## src/rtl/core/prtl_pkg.sv

```systemverilog
// Package for the priority task ready list: sizes, codes, slot entry layout,
// sequencer states and the result struct. No dependencies.
package prtl_pkg;

  localparam int SLOT_COUNT    = 16;
  localparam int PRIORITY_BITS = 8;
  localparam int IDX_W         = (SLOT_COUNT > 1) ? $clog2(SLOT_COUNT) : 1;
  localparam int LINK_W        = $clog2(SLOT_COUNT + 1);
  localparam logic [LINK_W-1:0] NIL_LINK = LINK_W'(SLOT_COUNT);

  localparam logic [1:0] MODE_ACT  = 2'd0;
  localparam logic [1:0] MODE_TERM = 2'd1;
  localparam logic [1:0] MODE_DISP = 2'd2;

  localparam logic [1:0] ST_DONE = 2'd0;
  localparam logic [1:0] ST_FULL = 2'd1;
  localparam logic [1:0] ST_NONE = 2'd2;

  typedef struct packed {
    logic [PRIORITY_BITS-1:0] pri;
    logic [LINK_W-1:0]        nxt;
    logic [LINK_W-1:0]        prv;
  } ent_t;

  localparam int ENT_W = $bits(ent_t);

  typedef enum logic [3:0] {
    S_IDLE, S_RD_S, S_U_P, S_U_PW, S_U_N, S_U_NW,
    S_L_START, S_L_CHK, S_L_CMP, S_L_WS, S_L_WB, S_L_WA,
    S_PICK, S_DONE
  } seq_state_t;

  typedef struct packed {
    logic [1:0] op_status;
    logic [3:0] task_slot;
    logic [3:0] running_slot;
    logic       running_valid;
    logic [4:0] ready_count;
  } res_t;

  function automatic logic is_slot(input logic [LINK_W-1:0] x);
    return x < NIL_LINK;
  endfunction

endpackage

```

## src/rtl/core/priority_task_ready_list.sv

```systemverilog
// Top level of the priority task ready list: entry RAM, sequencer and the
// result output register. Uses prtl_pkg, prtl_seq, prtl_ram.
//
// Usage:
//  - Input channel (in_valid/in_ready): one word per scheduler call, with
//    in_mode (activate, terminate running task, dispatch) and
//    in_priority_req (used by activate only).
//  - Result channel (out_valid/out_ready): one word per call with status,
//    the slot given on activate, the running slot and the active count.
//  - Calls are handled one at a time. An activate walks the list, one RAM
//    read per list entry, past each task of equal or higher priority; a
//    dispatch first unlinks the running task and then walks the list the
//    same way. The worst case is set by this priority walk.
//  - A call that changes no list links (full table, idle terminate, idle
//    dispatch, mode three) posts its result straight from idle.
//  - Reset (rst_n low, synchronous) frees all slots, empties the list and
//    idles the block; entry RAM contents are not cleared and need not be.
//  - The result is held in an output register; if the receiver stalls, the
//    next call may be taken and worked, and it waits until the register
//    frees before posting its word.
module priority_task_ready_list (
  input  logic       clk,
  input  logic       rst_n,
  input  logic       in_valid,
  output logic       in_ready,
  input  logic [1:0] in_mode,
  input  logic [7:0] in_priority_req,
  output logic       out_valid,
  input  logic       out_ready,
  output logic [1:0] out_op_status,
  output logic [3:0] out_task_slot,
  output logic [3:0] out_running_slot,
  output logic       out_running_valid,
  output logic [4:0] out_ready_count
);
  import prtl_pkg::*;

  logic             we;
  logic [IDX_W-1:0] waddr, raddr;
  ent_t             wdata, rdata;
  logic             res_valid, res_ready;
  res_t             res;
  logic             out_valid_r, out_valid_nxt;
  res_t             out_r;

  // slot entries: priority plus list links
  prtl_ram #(.WIDTH(ENT_W), .DEPTH(SLOT_COUNT)) u_ram (
    .clk   (clk),
    .we    (we),
    .waddr (waddr),
    .wdata (wdata),
    .raddr (raddr),
    .rdata (rdata)
  );

  prtl_seq u_seq (
    .clk             (clk),
    .rst_n           (rst_n),
    .in_valid        (in_valid),
    .in_ready        (in_ready),
    .in_mode         (in_mode),
    .in_priority_req (in_priority_req),
    .we              (we),
    .waddr           (waddr),
    .wdata           (wdata),
    .raddr           (raddr),
    .rdata           (rdata),
    .res_valid       (res_valid),
    .res_ready       (res_ready),
    .res             (res)
  );

  // output register: loads whenever empty or being drained
  assign res_ready = !out_valid_r || out_ready;

  always_comb begin
    out_valid_nxt = out_valid_r;
    if (out_ready) out_valid_nxt = 1'b0;
    if (res_valid && res_ready) out_valid_nxt = 1'b1;
  end

  always_ff @(posedge clk) begin
    if (!rst_n) begin
      out_valid_r <= 1'b0;
    end else begin
      out_valid_r <= out_valid_nxt;
    end
  end

  always_ff @(posedge clk) begin
    if (res_valid && res_ready) begin
      out_r <= res;
    end
  end

  assign out_valid         = out_valid_r;
  assign out_op_status     = out_r.op_status;
  assign out_task_slot     = out_r.task_slot;
  assign out_running_slot  = out_r.running_slot;
  assign out_running_valid = out_r.running_valid;
  assign out_ready_count   = out_r.ready_count;
endmodule

```

## src/rtl/core/prtl_ram.sv

```systemverilog
// Generic single-write, single-read synchronous RAM with registered read.
// No dependencies.
module prtl_ram #(
  parameter int WIDTH = 8,
  parameter int DEPTH = 16
) (
  input  logic                     clk,
  input  logic                     we,
  input  logic [$clog2(DEPTH)-1:0] waddr,
  input  logic [WIDTH-1:0]         wdata,
  input  logic [$clog2(DEPTH)-1:0] raddr,
  output logic [WIDTH-1:0]         rdata
);
  logic [WIDTH-1:0] mem [DEPTH];

  always_ff @(posedge clk) begin
    if (we) begin
      mem[waddr] <= wdata;
    end
    rdata <= mem[raddr];
  end
endmodule

```

## src/rtl/core/prtl_seq.sv

```systemverilog
// Scheduler sequencer: walks and relinks the slot list in the entry RAM,
// keeps head, running task, task count and slot busy bits. Uses prtl_pkg.
module prtl_seq (
  input  logic                            clk,
  input  logic                            rst_n,
  input  logic                            in_valid,
  output logic                            in_ready,
  input  logic [1:0]                      in_mode,
  input  logic [7:0]                      in_priority_req,
  output logic                            we,
  output logic [prtl_pkg::IDX_W-1:0]      waddr,
  output prtl_pkg::ent_t                  wdata,
  output logic [prtl_pkg::IDX_W-1:0]      raddr,
  input  prtl_pkg::ent_t                  rdata,
  output logic                            res_valid,
  input  logic                            res_ready,
  output prtl_pkg::res_t                  res
);
  import prtl_pkg::*;

  seq_state_t state_r, state_nxt;
  logic [1:0]               mode_r, mode_nxt;
  logic [PRIORITY_BITS-1:0] pri_r, pri_nxt;
  logic [IDX_W-1:0]         s_r, s_nxt;
  logic [LINK_W-1:0]        p_r, p_nxt, n_r, n_nxt;
  logic [LINK_W-1:0]        before_r, before_nxt, after_r, after_nxt;
  logic [LINK_W-1:0]        head_r, head_nxt, cur_r, cur_nxt, pick;
  logic [LINK_W-1:0]        count_r, count_nxt, guard_r, guard_nxt;
  ent_t                     bword_r, bword_nxt, aword_r, aword_nxt;
  logic [SLOT_COUNT-1:0]    busy_r, busy_nxt;
  logic [1:0]               status_r, status_nxt;
  logic [IDX_W-1:0]         given_r, given_nxt;
  logic [15:0]              pri_ext;
  logic                     free_found;
  logic [IDX_W-1:0]         free_idx;
  logic [LINK_W-1:0]        s_link;

  assign pri_ext = {8'b0, in_priority_req};
  assign s_link  = LINK_W'(s_r);

  // lowest free slot
  always_comb begin
    free_found = 1'b0;
    free_idx   = '0;
    for (int i = SLOT_COUNT - 1; i >= 0; i--) begin
      if (!busy_r[i]) begin
        free_found = 1'b1;
        free_idx   = IDX_W'(i);
      end
    end
  end

  always_ff @(posedge clk) begin
    if (!rst_n) begin
      state_r <= S_IDLE;
      head_r  <= NIL_LINK;
      cur_r   <= NIL_LINK;
      count_r <= '0;
      busy_r  <= '0;
    end else begin
      state_r <= state_nxt;
      head_r  <= head_nxt;
      cur_r   <= cur_nxt;
      count_r <= count_nxt;
      busy_r  <= busy_nxt;
    end
  end

  always_ff @(posedge clk) begin
    mode_r   <= mode_nxt;
    pri_r    <= pri_nxt;
    s_r      <= s_nxt;
    p_r      <= p_nxt;
    n_r      <= n_nxt;
    before_r <= before_nxt;
    after_r  <= after_nxt;
    guard_r  <= guard_nxt;
    bword_r  <= bword_nxt;
    aword_r  <= aword_nxt;
    status_r <= status_nxt;
    given_r  <= given_nxt;
  end

  always_comb begin
    state_nxt  = state_r;
    mode_nxt   = mode_r;
    pri_nxt    = pri_r;
    s_nxt      = s_r;
    p_nxt      = p_r;
    n_nxt      = n_r;
    before_nxt = before_r;
    after_nxt  = after_r;
    guard_nxt  = guard_r;
    bword_nxt  = bword_r;
    aword_nxt  = aword_r;
    head_nxt   = head_r;
    cur_nxt    = cur_r;
    count_nxt  = count_r;
    busy_nxt   = busy_r;
    status_nxt = status_r;
    given_nxt  = given_r;
    in_ready   = 1'b0;
    res_valid  = 1'b0;
    we         = 1'b0;
    waddr      = s_r;
    wdata      = '{pri: pri_r, nxt: after_r, prv: before_r};
    raddr      = s_r;
    pick       = is_slot(n_r) ? n_r : head_r;

    unique case (state_r)
      S_IDLE: begin
        in_ready = 1'b1;
        if (in_valid) begin
          mode_nxt   = in_mode;
          status_nxt = ST_DONE;
          given_nxt  = '0;
          n_nxt      = NIL_LINK;
          state_nxt  = S_DONE;
          case (in_mode)
            MODE_ACT: begin
              if (free_found) begin
                s_nxt              = free_idx;
                pri_nxt            = pri_ext[PRIORITY_BITS-1:0];
                busy_nxt[free_idx] = 1'b1;
                count_nxt          = count_r + 1'b1;
                given_nxt          = free_idx;
                state_nxt          = S_L_START;
              end else begin
                status_nxt = ST_FULL;
              end
            end
            MODE_TERM: begin
              if (is_slot(cur_r)) begin
                s_nxt     = IDX_W'(cur_r);
                raddr     = IDX_W'(cur_r);
                state_nxt = S_RD_S;
              end else begin
                status_nxt = ST_NONE;
              end
            end
            MODE_DISP: begin
              if (is_slot(cur_r)) begin
                s_nxt     = IDX_W'(cur_r);
                raddr     = IDX_W'(cur_r);
                state_nxt = S_RD_S;
              end else if (is_slot(head_r)) begin
                cur_nxt = head_r;
              end else begin
                status_nxt = ST_NONE;
              end
            end
            default: ;
          endcase
        end
      end
      S_RD_S: begin
        p_nxt   = rdata.prv;
        n_nxt   = rdata.nxt;
        pri_nxt = rdata.pri;
        if (head_r == s_link) head_nxt = rdata.nxt;
        if (mode_r == MODE_TERM) begin
          busy_nxt[s_r] = 1'b0;
          if (count_r != '0) count_nxt = count_r - 1'b1;
        end
        state_nxt = S_U_P;
      end
      S_U_P: begin
        raddr     = IDX_W'(p_r);
        state_nxt = is_slot(p_r) ? S_U_PW : S_U_N;
      end
      S_U_PW: begin
        we        = 1'b1;
        waddr     = IDX_W'(p_r);
        wdata     = rdata;
        wdata.nxt = n_r;
        state_nxt = S_U_N;
      end
      S_U_N: begin
        raddr = IDX_W'(n_r);
        if (is_slot(n_r)) state_nxt = S_U_NW;
        else state_nxt = (mode_r == MODE_DISP) ? S_L_START : S_PICK;
      end
      S_U_NW: begin
        we        = 1'b1;
        waddr     = IDX_W'(n_r);
        wdata     = rdata;
        wdata.prv = p_r;
        state_nxt = (mode_r == MODE_DISP) ? S_L_START : S_PICK;
      end
      S_L_START: begin
        before_nxt = NIL_LINK;
        after_nxt  = head_r;
        guard_nxt  = '0;
        state_nxt  = S_L_CHK;
      end
      S_L_CHK: begin
        raddr = IDX_W'(after_r);
        if (is_slot(after_r) && guard_r < NIL_LINK) state_nxt = S_L_CMP;
        else state_nxt = S_L_WS;
      end
      S_L_CMP: begin
        if (rdata.pri >= pri_r) begin
          before_nxt = after_r;
          bword_nxt  = rdata;
          after_nxt  = rdata.nxt;
          guard_nxt  = guard_r + 1'b1;
          state_nxt  = S_L_CHK;
        end else begin
          aword_nxt = rdata;
          state_nxt = S_L_WS;
        end
      end
      S_L_WS: begin
        we = 1'b1;
        if (is_slot(before_r)) begin
          state_nxt = S_L_WB;
        end else begin
          head_nxt  = s_link;
          state_nxt = S_L_WA;
        end
      end
      S_L_WB: begin
        we        = 1'b1;
        waddr     = IDX_W'(before_r);
        wdata     = bword_r;
        wdata.nxt = s_link;
        state_nxt = S_L_WA;
      end
      S_L_WA: begin
        we        = is_slot(after_r);
        waddr     = IDX_W'(after_r);
        wdata     = aword_r;
        wdata.prv = s_link;
        state_nxt = (mode_r == MODE_ACT) ? S_DONE : S_PICK;
      end
      S_PICK: begin
        if (is_slot(pick)) begin
          cur_nxt = pick;
        end else begin
          cur_nxt    = NIL_LINK;
          status_nxt = ST_NONE;
        end
        state_nxt = S_DONE;
      end
      S_DONE: begin
        res_valid = 1'b1;
        if (res_ready) state_nxt = S_IDLE;
      end
      default: state_nxt = S_IDLE;
    endcase
  end

  assign res.op_status     = status_r;
  assign res.task_slot     = 4'(given_r);
  assign res.running_slot  = is_slot(cur_r) ? 4'(cur_r) : 4'd0;
  assign res.running_valid = is_slot(cur_r);
  assign res.ready_count   = 5'(count_r);
endmodule

```

## config.mk

```make
export PLATFORM = sky130hd
export DESIGN_NAME = priority_task_ready_list
export DESIGN_NICKNAME = d
export VERILOG_FILES = /design/src/rtl/core/prtl_pkg.sv /design/src/rtl/core/priority_task_ready_list.sv /design/src/rtl/core/prtl_ram.sv /design/src/rtl/core/prtl_seq.sv
export SDC_FILE = /design/constraint.sdc
export NUM_CORES = 1
export LEC_CHECK = 0
export ABC_AREA = 1
export BUFFER_PORTS_ARGS = -buffer_cell sky130_fd_sc_hd__buf_2
export CAP_MARGIN = 10
export CELL_PAD_IN_SITES_DETAIL_PLACEMENT = 0
export CELL_PAD_IN_SITES_GLOBAL_PLACEMENT = 2
export CORE_UTILIZATION = 42
export DETAILED_ROUTE_END_ITERATION = 16
export PLACE_DENSITY_LB_ADDON = 0.1
export REMOVE_ABC_BUFFERS = 1
export SLEW_MARGIN = 40
export SYNTH_ARGS = -nofsm -noshare
export SYNTH_HDL_FRONTEND = slang
export SYNTH_SLANG_ARGS = --single-unit
```

## constraint.sdc

```tcl
create_clock -name clk -period 3.28 [get_ports clk]
set_clock_uncertainty 0.05 [all_clocks]
set_input_delay 0.656 -clock clk [delete_from_list [all_inputs] [get_ports clk]]
set_output_delay 0.656 -clock clk [all_outputs]
set_load 0.03 [all_outputs]
```

==> results of run 1 <==
## cell families after synthesis
logic type,synth area share
AO/OA/AOI/OAI,0.128
XOR/XNOR,0.00237
adder cells (fa/ha/maj),0.0119
buffers and inverters,0.0735
flip-flops,0.667
AND/OR/NAND/NOR,0.117
## final cells by class
class                           count  area (sq um)  area share
Clock buffer                       62          1330      0.0615
Tap cell                          585           732      0.0338
Inverter                          278          1050      0.0484
Sequential cell                   429         12300       0.569
Clock inverter                     27           333      0.0154
Timing Repair Buffer              109          1030      0.0474
Multi-Input combinational cell    930          4860       0.224
## how the worst max path moves through the flow
stage,end
2_1_floorplan,u_ram.rdata[0]$_DFF_P_
3_3_place_gp,u_ram.rdata[7]$_DFF_P_
3_5_place_dp,u_ram.rdata[7]$_DFF_P_
4_1_cts,u_ram.mem[6][8]$_DFFE_PP_
5_1_grt,u_ram.mem[7][16]$_DFFE_PP_
6_report,u_ram.mem[7][16]$_DFFE_PP_
## routing by layer
layer | up-vias | wire length [um] | part of all wire | GRT usage
met5 | - | 0 | 0 | 0
met4 | 0 | 745 | 0.016 | 0.0495
met3 | 52 | 1810 | 0.038 | 0.0359
met2 | 220 | 22400 | 0.47 | 0.358
met1 | 5958 | 22600 | 0.48 | 0.308
li1 | 6168 | - | - | -
## sequential cells by signal, indices dropped and copies added (netlist names), 4 cells and up
signal and count:
u_seq.guard_r 5, u_seq.aword_r 13, u_seq.after_r 5, u_seq.given_r 4, out_running_slot 4, u_seq.pri_r 8
u_seq.s_r 4, u_seq.n_r 5, u_seq.p_r 5, u_ram.mem 288, u_seq.head_r 5, u_seq.count_r 5
u_seq.state_r 4, out_task_slot 4, out_ready_count 5, u_ram.rdata 18, u_seq.bword_r 13, u_seq.busy_r 16
u_seq.before_r 5, u_seq.cur_r 5
## repair_timing
action | 4_1_cts | 5_1_grt
setup endpoints to repair | 0 | 1
resized for setup | 0 | 1
endpoints found under the hold margin | 0 | 0
hold buffers | 0 | 0
## power breakdown
group	internal (mW)	leakage (nW)	switching (mW)	total, mW
clock	3.36	0.814	2.22	5.58
combinational	2.31	3.55	4.89	7.20
sequential	7.11	3.84	0.420	7.53
total	12.8	8.20	7.52	20.3
## cells in the mapped netlist (7+ instances only)
master and n:
a21oi_1 124, o2111ai_1 12, a221oi_1 12, o22ai_1 10
nor3_1 8, a31oi_1 11, edfxtp_1 375, o211ai_1 76
nor2_1 94, nand4_1 10, ha_1 16, o21ai_1 56
o21ai_0 81, buf_2 31, nand2_1 259, inv_1 267
nand3_1 127, dfxtp_1 54, clkbuf_1 38, inv_2 7
## stage by stage
step / hold slack (ns) / cells / total power [mW] / setup TNS [ns]
global route: 0.235 / 2420 / 21.6 / 0
global placement: 0.352 / 2331 / 14.8 / 0
CTS: 0.223 / 2420 / 20.5 / 0
detailed placement: 0.355 / 2331 / 14.9 / 0
floorplan: 0.350 / 1637 / 11.9 / -36.04
finish: 0.251 / 2420 / 20.3 / 0
==> summary.txt, run 1 <==
Floorplanning
  • Number of I/O pins: 32
  • Die H: around 210 um
  • Starting Density: 0.428
  • Chip width: 212 um
  • Core area: 43300 sq um
  • Rows: 76
  • Die area: between 40000 and 50000 sq um

Critical path
  • Critical path's most frequent cell: buf_4
  • Crit path DAT: 3.27 ns
  • Worst reg2reg path depth: 11
  • Cell family with most CP delay: simple AND/OR/NAND/NOR gates
  • Slowest cell on the critical path: dfxtp_1
  • WP buf/inv: 4
  • R2r startpoint: u_seq.state_r[3]$_SDFFE_PN0P_
  • Setup crit start kind: register
  • Crit-path cells: nor2_1 -> inv_1 -> nor2_4 -> clkinvlp_4 -> buf_4 -> o22ai_1 -> a221oi_1 -> a21oi_1 -> nand2_1 -> nor2_2 -> buf_4
  • Max stage delay on crit path: about 0.34 ns
  • Crit. Startpoint: u_seq.state_r[3]$_SDFFE_PN0P_
  • R2R setup slack: 0.25 ns
  • Kind of critical path: reg -> reg
  • Worst Path Required: 3.52 ns
  • Worst Setup End Kind: register
  • Max Fanout on Critical Path: 7
  • Reg-to-Reg End: u_ram.mem[7][16]$_DFFE_PP_
  • Cell count along the critical path: 11

GRT
  • Total GRT Usage: 0.220
  • Largest net degree at the start of global routing: 63
  • Total grt overflow: 0
  • Vias in the first global route: 11900
  • Initial antenna violation count: 0
  • Global-route wire length before repair: between 70000 and 80000 um

Place
  • Dpl hpwl: 30700 um
  • GPL Wtd Cong: ~0.84
  • Post-DP Area: roughly 20000 sq um
  • Pre-CTS WS: 0.192 ns
  • IO Port Bufs: 31

Worst hold path
  • Hold Crit Class: in -> reg
  • Worst Hold End: u_seq.mode_r[1]$_DFFE_PP_
  • HP Start: in_mode[1]
  • Hold Path Depth: 1

Job
  • Max-Cap Viols: 0

CTS
  • Worst-skew pair later-pin latency: around 0.60 ns
  • CTS sink count: 429
  • CTS Root Cell: clkbuf_16
  • # H-tree levels: 2
  • Num CTS Buffers: 48
  • Clock slew at reported path FFs: ~0.060 ns
  • Clock Path Buffers: 3
  • CTS tree: yes
  • Setup Fix Bufs, Post-CTS: 0

Power and ir drop
  • P per Cell Area: 937 nW/um^2
  • Leak: 8.20 nW
  • Maximum vdd drop: ~0.53 mV

Cells and area
  • Ant. Diodes: 0
  • # fillers: slightly below 4000
  • Synthesis-to-layout area growth: 17.2%
  • Commonest cells after routing, fill and taps aside: edfxtp_1 (375), inv_1 (267), nand2_1 (259)
  • Post-route cell area: 21700 sq um
  • Layout net count: 1827
  • Share of layout cells above drive strength 1: 0.123
  • Fin util: 0.501
  • Commonest non-fill, non-tap cell in the layout: edfxtp_1

Drt
  • 1st-iter DRT viols: between 800 and 900
  • Drt pass-1 iters: 6
  • Vias/cell: 5.12
  • Antenna Nets Post-Route: 0
  • Wire per inst: a little under 20 um
  • Final WL: 47600 um
  • DRC: 0
  • Routed vias: 12400

Logic synthesis
  • Area leader, netlist: edfxtp_1
  • Async S/R FF share, synth: 0
  • Seq/Total Area, Yosys: 0.667
  • Top cell type's share of synthesized area: 0.609
  • Post-synth EDFFs: roughly 380
  • Gate Count Post-Synth: 1710
  • Syn Area/Cell: 10.8 sq um
  • Post-synthesis cell type count: 42
  • Synth warn: 0
  • Synthesized flop and latch total: about 430
  • Mapped cell area: ~18000 sq um
  • Top cells by area, synth: edfxtp_1 (61%), dfxtp_1 (5.8%), inv_1 (5.4%)
  • Top FF cell, synth: edfxtp_1

STA
  • Setup violations, final: 0
  • FMAX: between 300 and 400 MHz
  • Unrepaired setup endpoints after global routing: false
  • Worst rel slew slack: 0.461
  • Setup ws final: 0.246 ns
  • Slew Limit Fails: 0
  • Fin crit share: 0.925
  • Fin crit period: 3.03 ns
  • Final Hold Vio Count: 0
  • Worst-Margin Slew: 0.808 ns

Status
  • Status: finished, final reports clean
(Power assumes the default switching activity.)
==> run 2: changes to the inputs <==
--- a/config.mk
+++ b/config.mk
@@ -8,8 +8,9 @@
 export ABC_AREA = 1
 export BUFFER_PORTS_ARGS = -buffer_cell sky130_fd_sc_hd__buf_2
 export CAP_MARGIN = 10
-export CELL_PAD_IN_SITES_DETAIL_PLACEMENT = 0
+export CELL_PAD_IN_SITES_DETAIL_PLACEMENT = 2
 export CELL_PAD_IN_SITES_GLOBAL_PLACEMENT = 2
+export CORE_ASPECT_RATIO = 0.9
 export CORE_UTILIZATION = 42
 export DETAILED_ROUTE_END_ITERATION = 16
 export PLACE_DENSITY_LB_ADDON = 0.1
==> run 2 against run 1 <==
Effect of this change:
- worst setup slack worse by 0.073 ns
- clock-buffer cell count rose by 6
- fmax fell by 2.4%
- critical endpoint is now u_ram.mem[14][12]$_DFFE_PP_
==> summary.txt, run 2 (same netlist as run 1, synthesis figures left out) <==
Critical path
  • Critical path's most frequent cell: inv_1
  • Max Fanout on Critical Path: 12
  • Worst setup path end: u_ram.mem[14][12]$_DFFE_PP_
  • Crit. Startpoint: u_seq.state_r[0]$_SDFFE_PN0P_
  • Setup crit start kind: register
  • R2r startpoint: u_seq.state_r[0]$_SDFFE_PN0P_
  • Crit-path cells: inv_1 -> nor2_1 -> inv_2 -> nor2_2 -> inv_1 -> o22ai_1 -> inv_1 -> a31oi_1 -> nand2_1 -> nor2_2 -> buf_4
  • Slowest cell on the critical path: dfxtp_1
  • Kind of critical path: reg -> reg
  • Worst Path Required: 3.48 ns
  • Reg-to-Reg End: u_ram.mem[14][12]$_DFFE_PP_
  • Max stage delay on crit path: 0.38 ns
  • R2R setup slack: 0.17 ns
  • Worst Setup End Kind: register
  • Worst reg2reg path depth: 11
  • Crit path DAT: 3.31 ns

CTS
  • Num CTS Buffers: between 40 and 50
  • CTS sink count: 429
  • Worst-skew pair later-pin latency: approximately 0.58 ns
  • Hold buffers post-CTS: 0
  • Clock slew at reported path FFs: 0.07 ns
  • # H-tree levels: 2
  • CTS tree: yes
  • Clock Path Buffers: 3
  • CTS Root Cell: clkbuf_16

STA
  • Fin crit period: ~3.1 ns
  • Setup ws final: 0.173 ns
  • Final Hold Vio Count: 0
  • Slew Limit Fails: 0
  • Setup violations, final: 0
  • FMAX: approximately 320 MHz
  • Unrepaired setup endpoints after global routing: false
  • Worst-Margin Slew: 0.797 ns
  • Worst rel slew slack: 0.465
  • Fin crit share: 0.947

Job
  • Max-Cap Viols: 0

Floorplanning
  • Number of I/O pins: 32
  • Rows: 72
  • Die area: between 40000 and 50000 sq um
  • Starting Density: 0.428
  • Die H: 201 um
  • Chip width: 223 um
  • Core area: 43200 sq um

Cells and area
  • Leading registers by flop count: u_ram.mem x288, u_ram.rdata x18, u_seq.busy_r x16
  • Fin util: 0.499
  • Layout net count: 1842
  • Commonest cells after routing, fill and taps aside: edfxtp_1 (375), inv_1 (267), nand2_1 (258)
  • Share of layout cells above drive strength 1: 0.127
  • Most flops, register: u_ram.mem
  • Synthesis-to-layout area growth: 16.7%
  • # fillers: 4350
  • Number of flip-flops in the largest register: 288
  • Commonest non-fill, non-tap cell in the layout: edfxtp_1

Drt
  • Drt pass-1 iters: 5
  • Wire per inst: between 20 and 25 um
  • Antenna Nets Post-Route: 0
  • Final WL: 59900 um
  • DRC: 0
  • 1st-iter DRT viols: 751
  • Vias/cell: around 5.6
  • Routed vias: 13500

Place
  • Dpl hpwl: 39700 um
  • IO Port Bufs: 31
  • Pre-CTS WS: 0.109 ns
  • GPL Wtd Cong: 0.815

Worst hold path
  • Hold Crit Class: in -> reg
  • Hold Path Depth: 1

GRT
  • Total GRT Usage: 0.270
  • Initial antenna violation count: 0
  • Total grt overflow: 0
  • Largest net degree at the start of global routing: between 70 and 80
  • Vias in the first global route: 15000
  • Global-route wire length before repair: approximately 91000 um

Power and ir drop
  • Maximum vdd drop: between 0.5 and 0.6 mV
  • P per Cell Area: 959 nW/um^2
  • Leak: slightly above 8 nW

Status
  • Status: finished, final reports clean
## run 2: worst min-delay path by stage
stage | startpoint | to | slack [ns]
finish | in_mode[1] | u_seq.mode_r[1]$_DFFE_PP_ | 0.26
global route | in_mode[1] | u_seq.mode_r[1]$_DFFE_PP_ | 0.24
CTS | in_mode[1] | u_seq.mode_r[1]$_DFFE_PP_ | 0.23
detailed placement | u_seq.given_r[2]$_SDFFCE_PN0P_ | out_task_slot[2]$_DFFE_PP_ | 0.36
global placement | u_seq.given_r[2]$_SDFFCE_PN0P_ | out_task_slot[2]$_DFFE_PP_ | 0.36
floorplan | u_seq.status_r[0]$_SDFFCE_PP0P_ | out_op_status[0]$_DFFE_PP_ | 0.35
## run 2: report_power, final
| group | internal (mW) | switching (mW) |
|---|---|---|
| Sequential | 7.10 | 0.450 |
| Combinational | 2.35 | 5.54 |
| Clock | 3.06 | 2.20 |
| Total | 12.5 | 8.18 |
## run 2: layer usage
layer  vias up  routed length [um]  track usage
met2       280               29200        0.457
met4         0                1830       0.0946
li1       6176                   -            -
met3       115                2310       0.0352
met1      6975               26500        0.357
met5         -                   0            0
## run 2: per-stage QoR
step                      total power [mW]  area (sq um)  hold slack, ns  TNS (ns)  instances
after CTS                             20.8         21500           0.225         0       2399
after floorplan                       11.9         18200           0.350    -36.04       1637
final                                 20.7         21600           0.259         0       2405
after detailed placement              15.4         20000           0.361         0       2312
after global placement                14.8         20000           0.357         0       2312
after global routing                  21.7         21600           0.240         0       2404
## run 2: area by class of cell
cell class | count | area (sq um) | share of cell area
well taps | 555 | 694 | 0.0322
diodes | 1 | 2.50 | 0.000116
inverters | 278 | 1050 | 0.0486
repair buffers | 125 | 1120 | 0.0521
multi-input cells | 930 | 4870 | 0.226
flip-flops and latches | 429 | 12300 | 0.572
clock buffers | 68 | 1340 | 0.0620
clock inverters | 19 | 165 | 0.00765
## run 2: critical path, delay by kind of cell, from the launching register on
family / cells / cell delay (ns)
AND/OR/NAND/NOR: 4 / 0.93
buffers and inverters: 5 / 0.87
AO/OA/AOI/OAI: 2 / 0.53
flip-flops: 1 / 0.38
## run 2: repair_timing
item	4_1_cts	5_1_grt
pin swaps	0	3
endpoints found under the setup margin	16	130
hold endpoints to repair	0	0
resized for setup	1	4
buffers inserted	0	5
